$ cat src/rtl/core/csl_pkg.sv
`timescale 1ns / 1ps
`default_nettype none
// ----------------------------------------------------------------------------
// csl_pkg
// shared constants and types of the c source lexer
// ----------------------------------------------------------------------------
package csl_pkg;

  // default longest token, in characters
  localparam int MAX_TOKEN_LEN = 64;

  // token classes
  localparam logic [3:0] CLS_ID        = 4'd0;
  localparam logic [3:0] CLS_NUMBER    = 4'd1;
  localparam logic [3:0] CLS_COMMA     = 4'd2;
  localparam logic [3:0] CLS_COLON     = 4'd3;
  localparam logic [3:0] CLS_SEMICOLON = 4'd4;
  localparam logic [3:0] CLS_LBRACE    = 4'd5;
  localparam logic [3:0] CLS_RBRACE    = 4'd6;
  localparam logic [3:0] CLS_LPAREN    = 4'd7;
  localparam logic [3:0] CLS_RPAREN    = 4'd8;
  localparam logic [3:0] CLS_LBRACKET  = 4'd9;
  localparam logic [3:0] CLS_RBRACKET  = 4'd10;
  localparam logic [3:0] CLS_NEWLINE   = 4'd11;
  localparam logic [3:0] CLS_END       = 4'd12;
  localparam logic [3:0] CLS_UNKNOWN   = 4'd13;
  localparam logic [3:0] CLS_TOO_LONG  = 4'd14;

  // event kinds
  localparam logic EV_APPEND   = 1'b0;
  localparam logic EV_COMPLETE = 1'b1;

  // characters with a meaning of their own
  localparam logic [7:0] CH_NUL   = 8'h00;
  localparam logic [7:0] CH_TAB   = 8'h09;
  localparam logic [7:0] CH_LF    = 8'h0a;
  localparam logic [7:0] CH_CR    = 8'h0d;
  localparam logic [7:0] CH_SPACE = 8'h20;
  localparam logic [7:0] CH_HASH  = 8'h23;
  localparam logic [7:0] CH_UNDER = 8'h5f;
  localparam logic [7:0] CH_LX    = 8'h78;
  localparam logic [7:0] CH_LB    = 8'h62;
  localparam logic [7:0] CH_LH    = 8'h68;

  // one result item
  typedef struct packed {
    logic        event_res;
    logic [3:0]  token_class;
    logic [7:0]  char_value;
    logic [6:0]  token_length;
    logic [15:0] start_line;
    logic [15:0] start_col;
    logic        last;
  } csl_res_t;

endpackage
`default_nettype wire

$ cat src/rtl/core/c_source_lexer.sv
`timescale 1ns / 1ps
`default_nettype none
// ----------------------------------------------------------------------------
// c_source_lexer
// character level lexer for c-like source text, one source byte per item
// ----------------------------------------------------------------------------
// The lexer takes one source byte per cycle on the slave stream and returns
// append and token-complete items on the master stream, each with the line and
// column where its token began. A byte is classified and the lexer state is
// updated in the cycle it is accepted; its zero, one or two results go into a
// four-entry result queue that feeds the master port. The slave side is ready
// whenever the queue has room for two results, so a new byte is taken every
// cycle while the output keeps up; the master port delivers one result per
// cycle, so a byte that ends an identifier or number and also starts a new
// token yields two results to deliver. After reset the lexer is ready at once.
// ----------------------------------------------------------------------------
module c_source_lexer
  import csl_pkg::*;
#(
  parameter int MaxTokenLen = MAX_TOKEN_LEN  // 2 .. 127
) (
  input  wire         clk_i,
  input  wire         rst_ni,
  // source byte stream
  input  wire         s_axis_tvalid,
  output logic        s_axis_tready,
  input  wire  [7:0]  s_axis_tdata,   // [7:0] ch
  input  wire  [0:0]  s_axis_tuser,   // [0] end_of_input
  // result stream
  output logic        m_axis_tvalid,
  input  wire         m_axis_tready,
  output logic [47:0] m_axis_tdata,   // [7:0] char_value, [14:8] token_length,
                                      // [30:15] start_line, [46:31] start_col
  output logic [4:0]  m_axis_tuser,   // [0] event_res, [4:1] token_class
  output logic        m_axis_tlast    // last
);

  localparam int CntW = $clog2(MaxTokenLen + 1);
  localparam logic [CntW-1:0] CntMax = CntW'(MaxTokenLen);

  // lexer modes
  localparam logic [1:0] MODE_IDLE = 2'd0;
  localparam logic [1:0] MODE_ID   = 2'd1;
  localparam logic [1:0] MODE_NUM  = 2'd2;

  // result queue geometry
  localparam int QDepth = 4;
  localparam int QPtrW  = $clog2(QDepth);
  localparam int QCntW  = $clog2(QDepth + 1);

  // --------------------------------------------------------------------------
  // lexer state
  // --------------------------------------------------------------------------
  logic [1:0]      mode_q, mode_d;
  logic [CntW-1:0] cnt_q, cnt_d;
  logic [15:0]     line_q, line_d;
  logic [15:0]     col_q, col_d;
  logic [15:0]     tok_line_q, tok_line_d;
  logic [15:0]     tok_col_q, tok_col_d;
  logic            olz_q, olz_d;   // number so far is a lone leading zero

  logic            accept;
  logic [7:0]      c;
  logic [7:0]      lc;

  // end of input is lexed as a nul byte
  assign c  = s_axis_tuser[0] ? CH_NUL : s_axis_tdata;
  assign lc = (c >= "A" && c <= "Z") ? c + 8'd32 : c;

  function automatic logic is_alpha(input logic [7:0] v);
    return (v >= "a" && v <= "z") || (v >= "A" && v <= "Z");
  endfunction

  function automatic logic is_digit(input logic [7:0] v);
    return v >= "0" && v <= "9";
  endfunction

  function automatic logic is_lxdigit(input logic [7:0] v);
    return is_digit(v) || (v >= "a" && v <= "f");
  endfunction

  function automatic csl_res_t mk_res(input logic ev, input logic [3:0] cls,
                                      input logic [7:0] chv, input logic [CntW-1:0] len,
                                      input logic [15:0] sl, input logic [15:0] sc);
    csl_res_t r;
    r.event_res    = ev;
    r.token_class  = cls;
    r.char_value   = chv;
    r.token_length = 7'(len);
    r.start_line   = sl;
    r.start_col    = sc;
    r.last         = 1'b0;
    return r;
  endfunction

  // --------------------------------------------------------------------------
  // idle-mode classification, used for a byte seen in idle and for the byte
  // that terminates an identifier or number
  // --------------------------------------------------------------------------
  logic            idl_v;
  csl_res_t        idl_res;
  logic [1:0]      idl_mode;
  logic [CntW-1:0] idl_cnt;
  logic            idl_olz;
  logic [3:0]      idl_cls;

  always_comb begin
    idl_v    = 1'b1;
    idl_mode = MODE_IDLE;
    idl_cnt  = '0;
    idl_olz  = 1'b0;
    idl_cls  = CLS_UNKNOWN;
    case (c)
      ",":    idl_cls = CLS_COMMA;
      ":":    idl_cls = CLS_COLON;
      ";":    idl_cls = CLS_SEMICOLON;
      "{":    idl_cls = CLS_LBRACE;
      "}":    idl_cls = CLS_RBRACE;
      "(":    idl_cls = CLS_LPAREN;
      ")":    idl_cls = CLS_RPAREN;
      "[":    idl_cls = CLS_LBRACKET;
      "]":    idl_cls = CLS_RBRACKET;
      CH_LF:  idl_cls = CLS_NEWLINE;
      CH_NUL: idl_cls = CLS_END;
      default: idl_cls = CLS_UNKNOWN;
    endcase
    if (idl_cls == CLS_UNKNOWN) begin
      idl_res = mk_res(EV_COMPLETE, CLS_UNKNOWN, c, '0, line_d, col_d);
    end else begin
      idl_res = mk_res(EV_COMPLETE, idl_cls, 8'h00, '0, line_d, col_d);
    end
    if (is_alpha(c) || c == CH_UNDER || c == CH_HASH) begin
      // identifier opens, first char always fits
      idl_mode = MODE_ID;
      idl_cnt  = CntW'(1);
      idl_res  = mk_res(EV_APPEND, CLS_ID, c, CntW'(1), line_d, col_d);
    end else if (is_digit(c)) begin
      idl_mode = MODE_NUM;
      idl_cnt  = CntW'(1);
      idl_olz  = (c == "0");
      idl_res  = mk_res(EV_APPEND, CLS_NUMBER, c, CntW'(1), line_d, col_d);
    end else if (c == CH_SPACE || c == CH_TAB) begin
      idl_v = 1'b0;
    end
  end

  // --------------------------------------------------------------------------
  // per-byte rule: an optional result of the current token, then possibly
  // the idle rule on the same byte
  // --------------------------------------------------------------------------
  logic            a_v;       // token result present
  csl_res_t        a_res;
  logic            run_idle;
  logic            full;      // token already holds the longest length
  logic [CntW-1:0] cnt_inc;

  assign full    = (cnt_q >= CntMax);
  assign cnt_inc = cnt_q + CntW'(1);

  always_comb begin
    mode_d     = mode_q;
    cnt_d      = cnt_q;
    olz_d      = olz_q;
    tok_line_d = tok_line_q;
    tok_col_d  = tok_col_q;
    a_v        = 1'b0;
    a_res      = mk_res(EV_APPEND, CLS_ID, 8'h00, '0, tok_line_q, tok_col_q);
    run_idle   = 1'b0;

    // position counting, every byte but a newline counts as a column
    line_d = line_q;
    col_d  = col_q + 16'd1;
    if (c == CH_LF) begin
      col_d  = '0;
      line_d = line_q + 16'd1;
    end

    if (c != CH_CR) begin
      unique case (mode_q)
        MODE_ID: begin
          if (is_alpha(c) || is_digit(c) || c == CH_UNDER) begin
            a_v = 1'b1;
            if (full) begin
              a_res  = mk_res(EV_COMPLETE, CLS_TOO_LONG, c, cnt_q, tok_line_q, tok_col_q);
              mode_d = MODE_IDLE;
              cnt_d  = '0;
              olz_d  = 1'b0;
            end else begin
              a_res = mk_res(EV_APPEND, CLS_ID, c, cnt_inc, tok_line_q, tok_col_q);
              cnt_d = cnt_inc;
            end
          end else begin
            a_v      = 1'b1;
            a_res    = mk_res(EV_COMPLETE, CLS_ID, 8'h00, cnt_q, tok_line_q, tok_col_q);
            run_idle = 1'b1;
          end
        end
        MODE_NUM: begin
          if ((olz_q && (lc == CH_LX || lc == CH_LB)) || is_lxdigit(lc) || lc == CH_LH) begin
            a_v   = 1'b1;
            olz_d = 1'b0;
            if (full) begin
              a_res  = mk_res(EV_COMPLETE, CLS_TOO_LONG, lc, cnt_q, tok_line_q, tok_col_q);
              mode_d = MODE_IDLE;
              cnt_d  = '0;
            end else begin
              a_res = mk_res(EV_APPEND, CLS_NUMBER, lc, cnt_inc, tok_line_q, tok_col_q);
              cnt_d = cnt_inc;
            end
          end else begin
            a_v      = 1'b1;
            a_res    = mk_res(EV_COMPLETE, CLS_NUMBER, 8'h00, cnt_q, tok_line_q, tok_col_q);
            run_idle = 1'b1;
          end
        end
        default: begin
          run_idle = 1'b1;
        end
      endcase

      if (run_idle) begin
        mode_d     = idl_mode;
        cnt_d      = idl_cnt;
        olz_d      = idl_olz;
        tok_line_d = line_d;
        tok_col_d  = col_d;
      end
    end
  end

  // an 'h' suffix closes the number right after its append; hex digits
  // other than 'h' keep it open, so this is the only two-result append
  logic h_close;
  assign h_close = (c != CH_CR) && (mode_q == MODE_NUM) && !full && (lc == CH_LH)
                   && !(olz_q && (lc == CH_LX || lc == CH_LB)) && !is_lxdigit(lc);

  logic [1:0] h_mode;
  always_comb begin
    h_mode = h_close ? MODE_IDLE : mode_d;
  end

  // --------------------------------------------------------------------------
  // assemble up to two results for the queue
  // --------------------------------------------------------------------------
  csl_res_t e0, e1;
  logic [1:0] n_res;
  logic       b_v;
  csl_res_t   b_res;

  always_comb begin
    b_v   = (run_idle && idl_v) || h_close;
    b_res = h_close ? mk_res(EV_COMPLETE, CLS_NUMBER, 8'h00, cnt_inc, tok_line_q, tok_col_q)
                    : idl_res;
    n_res = {1'b0, a_v} + {1'b0, b_v};
    e0    = a_v ? a_res : b_res;
    e1    = b_res;
    if (n_res == 2'd2) begin
      e1.last = 1'b1;
    end else begin
      e0.last = 1'b1;
    end
  end

  // --------------------------------------------------------------------------
  // result queue
  // --------------------------------------------------------------------------
  csl_res_t             q_mem [QDepth];
  logic [QPtrW-1:0]     wr_ptr_q, rd_ptr_q;
  logic [QCntW-1:0]     q_cnt_q;
  logic                 pop;
  logic [QCntW-1:0]     push_n;

  assign s_axis_tready = (q_cnt_q <= QCntW'(QDepth - 2));
  assign accept        = s_axis_tvalid && s_axis_tready;
  assign m_axis_tvalid = (q_cnt_q != '0);
  assign pop           = m_axis_tvalid && m_axis_tready;
  assign push_n        = accept ? QCntW'(n_res) : '0;

  always_ff @(posedge clk_i) begin
    if (accept && n_res != 2'd0) begin
      q_mem[wr_ptr_q] <= e0;
    end
    if (accept && n_res == 2'd2) begin
      q_mem[wr_ptr_q + QPtrW'(1)] <= e1;
    end
  end

  always_ff @(posedge clk_i or negedge rst_ni) begin
    if (!rst_ni) begin
      wr_ptr_q <= '0;
      rd_ptr_q <= '0;
      q_cnt_q  <= '0;
    end else begin
      wr_ptr_q <= wr_ptr_q + QPtrW'(push_n);
      if (pop) begin
        rd_ptr_q <= rd_ptr_q + QPtrW'(1);
      end
      q_cnt_q <= q_cnt_q + push_n - QCntW'(pop);
    end
  end

  // state registers move only with an accepted item
  always_ff @(posedge clk_i or negedge rst_ni) begin
    if (!rst_ni) begin
      mode_q     <= MODE_IDLE;
      cnt_q      <= '0;
      line_q     <= 16'd1;
      col_q      <= '0;
      tok_line_q <= '0;
      tok_col_q  <= '0;
      olz_q      <= 1'b0;
    end else if (accept) begin
      mode_q     <= h_mode;
      cnt_q      <= h_close ? '0 : cnt_d;
      line_q     <= line_d;
      col_q      <= col_d;
      tok_line_q <= tok_line_d;
      tok_col_q  <= tok_col_d;
      olz_q      <= olz_d;
    end
  end

  // --------------------------------------------------------------------------
  // output packing
  // --------------------------------------------------------------------------
  csl_res_t head;
  assign head          = q_mem[rd_ptr_q];
  assign m_axis_tdata  = {1'b0, head.start_col, head.start_line,
                          head.token_length, head.char_value};
  assign m_axis_tuser  = {head.token_class, head.event_res};
  assign m_axis_tlast  = head.last;

endmodule
`default_nettype wire

$ cat config.mk
export PLATFORM = sky130hd
export DESIGN_NAME = c_source_lexer
export DESIGN_NICKNAME = d
export VERILOG_FILES = /design/src/rtl/core/csl_pkg.sv /design/src/rtl/core/c_source_lexer.sv
export SDC_FILE = /design/constraint.sdc
export NUM_CORES = 1
export LEC_CHECK = 0
export BUFFER_PORTS_ARGS = -buffer_cell sky130_fd_sc_hd__buf_2
export CAP_MARGIN = 0
export CORE_ASPECT_RATIO = 0.75
export CORE_MARGIN = 2
export CORE_UTILIZATION = 40
export CTS_BUF_LIST = sky130_fd_sc_hd__clkbuf_4
export DETAILED_ROUTE_END_ITERATION = 10
export MAX_ROUTING_LAYER = met4
export RECOVER_POWER = 25
export SLEW_MARGIN = 20
export SYNTH_ARGS = -nofsm -noshare
export SYNTH_HDL_FRONTEND = slang
export SYNTH_SLANG_ARGS = --single-unit
$ cat constraint.sdc
create_clock -name clk_i -period 29.8 [get_ports clk_i]
set_input_delay 2.98 -clock clk_i [delete_from_list [all_inputs] [get_ports clk_i]]
set_output_delay 2.98 -clock clk_i [all_outputs]
set_load 0.05 [all_outputs]
==> flow_summary.yaml <==
run_status:
  status: "finished, violations left"
  violations: "capacitance limit, slew limit"
finish:
  final_util: 0.451
  num-nets-final: 1495
  stdcell_count: 2043
  drive_gt1_frac: 0.210
  area_growth_pct: 11.8
detailed_routing:
  drc_errors: 0
  drt_pass1_iterations: 5
  drt_iter0_markers: 1134
  viasPerCell: 5.49
  vias: 11200
  wire_per_inst_um: 20.0
  ant_nets: 0
  wl_mm: 40.8
sta:
  finClkSkew_ps: 63.3
  setup_violations: 0
  drv_slew: 216
  rsz0062_at_grt: "no"
  finalSetupTns_ps: 0
  finalCriticalPeriod_ps: 8630
  holdWs_ps: 505
  post-route-period-util: 0.290
  relSlewSlack: -1.69
  fmax_ghz: 0.116
  hold_viol: 0
  tightest_slew_ps: 4040
worst_hold_path:
  min_from: "col_q[15]"
  holdPathStages: 2
  hold_end: "col_q[15]"
  hp-class: "register to register"
floorplanning:
  die_y_um: 173
  dieArea_sq_mm: 0.0399
  die_w_um: 230
  pin_count: 69
  core_region_area_sq_mm: 0.0380
  num_rows: 62
  start_util: 0.403
setup_path:
  path_max_fanout: 43
  worstSetupStartpointType: "primary input"
  critical_path.startpoint: "s_axis_tuser"
  critPathBufInv: 3
  r2r_setup_slack_ps: 25230
  cpPeakStageDelay_ps: 800
  cp-end-kind: "register"
  arrival_ps: 9100
  r2r_start: "cnt_q[6]"
  critPathKind: "primary input to register"
  required_ps: 30270
  path_common_cell: "nand2_1"
  rr_worst_depth: 13
  slowest_stage: "a2111oi_0"
  cp_top_family: "simple AND/OR/NAND/NOR gates"
  cp_cell_sequence: "clkbuf_1, clkinvlp_2, nand2_1, ha_1, nand4_1, a2111oi_0, or2_2, a31o_1, o21ai_0, nor2_1, o21ai_0, ha_1, nand3_1, or3_1, nand2_1, nand2_1, buf_4, mux2_2"
  reg2reg_to: "q_mem[2][10]"
placement:
  dp.cells: 1897
  gp_congestion: 0.880
  hpwl_mm: 26.0
  io_buffers: 67
logic_synthesis:
  synth_edf_count: 212
  ys_seq_area_frac: 0.548
  postSynthCellCount: 1379
  synth_top_area_frac: 0.416
  syn_nets: 1407
  yosys_warnings: 0
  async_flop_share: 0.276
  synth.area.top_cells: "edfxtp_1, dfrtp_1, mux4_2, nand2_1, nor2_1"
  synth_top_area_cell: "edfxtp_1"
  ys_ff_latch: 293
  avgSynthCellArea_sq_um: 11.1
  synthFlopType: "edfxtp_1"
  yosysUniqueCellTypes: 85
  netlist_area_sq_mm: 0.0153
global_routing:
  grt_antenna_before_repair: 2
  track_usage: 0.213
  grt_pass1_wl_mm: 63.4
  grt_pass1_vias: 11100
  grt-ovfl-total: 0
  grt_max_degree: 55
clock_network:
  cts-buffers-inserted: 79
  cts_sinks: 293
  clkTransAtPathRegs_ps: 60
  cts_max_level: 3
  cts_setup_buffers: 0
  clk_path_buf_depth: 3
  cts_tree: "done"
  cts_resized: 0
  clock_latency_ps: 730
  hold_buffers: 0
  cts_root_buf: "clkbuf_4"
pwr:
  power_leakage_uw: 0.00653
  peakVddDrop_uv: 43.1
  pwr_density_cell_mw_per_mm2: 100
  p_total_uw: 1720
run:
  drv_cap: 5
## layout make-up
| class | instances | area, sq um |
|---|---|---|
| diodes | 1 | 2.50 |
| repair buffers | 93 | 495 |
| inverters | 23 | 87.6 |
| clock buffers | 130 | 976 |
| clock inverters | 14 | 119 |
| flip-flops and latches | 293 | 8400 |
| fillers | 3574 | 20900 |
| well taps | 512 | 641 |
| multi-input cells | 977 | 6410 |
## sequential cells by signal (all words and copies together) (netlist names)
signal      cells
cnt_q           7
col_q          16
line_q         16
mode_q          2
olz_q           1
q_cnt_q         3
q_mem         212
rd_ptr_q        2
tok_col_q      16
tok_line_q     16
wr_ptr_q        2
## worst max path at each step
stage | endpoint | slack, ps | cells after the start
2_1_floorplan | q_mem[1][0] | 15300 | 15
3_3_place_gp | q_mem[2][10] | 21640 | 18
3_5_place_dp | q_mem[2][10] | 21450 | 18
4_1_cts | q_mem[2][10] | 22180 | 18
5_1_grt | q_mem[2][9] | 20430 | 18
6_report | q_mem[2][10] | 21170 | 18
## cells in the mapped netlist, types with 9 or more instances
cell type and instances:
nand2_1 235, edfxtp_1 212, nor2_1 170, o21ai_0 105, dfrtp_1 80, a21oi_1 66, clkbuf_1 53, mux4_2 53
xnor2_1 38, nand3_1 24, mux2_2 22, inv_1 19, nor3_1 17, and3_1 16, o22ai_1 16, xor2_1 16
o21ai_1 15, o31ai_1 15, ha_1 14, buf_2 13, mux2_1 12, a22oi_1 10, nand2b_1 10, a31oi_1 9
or3_1 9
## routing by layer
metal,up-vias,GRT usage,wire length [um]
met1,5420,0.304,18800
met3,67,0.0464,3370
li1,5269,-,-
met2,451,0.303,17700
met5,-,-,0
met4,0,0.0672,902
## tightest hold or removal path, stage by stage (launching register included)
cell and delay (ps):
dfrtp_1 360, nand2_1 50, nand2_1 60
## layout by cell type (no fill, tap or decap), drive strengths merged, types with 12 or more instances in the layout
cell type and instances:
mux2 34, mux4 53, dfrtp 80, a21oi 70, nand3 25, edfxtp 212
xor2 16, a22oi 12, buf 69, ha 14, inv 24, o21ai 124
o31ai 16, and3 16, nor2 170, o22ai 16, clkbuf 154, nand2 238
xnor2 38, nor3 21
## report_power, final
part | total, uW | internal [uW] | switching, uW
Sequential | 591 | 544 | 46.8
Combinational | 743 | 220 | 522
Clock | 384 | 214 | 170
## kinds of logic after synthesis
logic type,count (synthesis),share of synthesized area
and+or+nand+nor,531,0.156
DFF,293,0.548
AOI/OAI and AO/OA,284,0.114
buffers and inverters,109,0.0314
muxes,92,0.106
xor gates and xnor gates,54,0.0309
adders and majority gates,15,0.0127
other,1,0.000245
## through the flow
| stage | area, sq um | setup slack [ps] |
|---|---|---|
| after floorplan | 15300 | 15300 |
| final | 17100 | 21170 |
| after global placement | 16100 | 21640 |
| after global routing | 17100 | 20430 |
| after CTS | 17200 | 22180 |
| after detailed placement | 16100 | 21450 |
(Power assumes the default switching activity.)
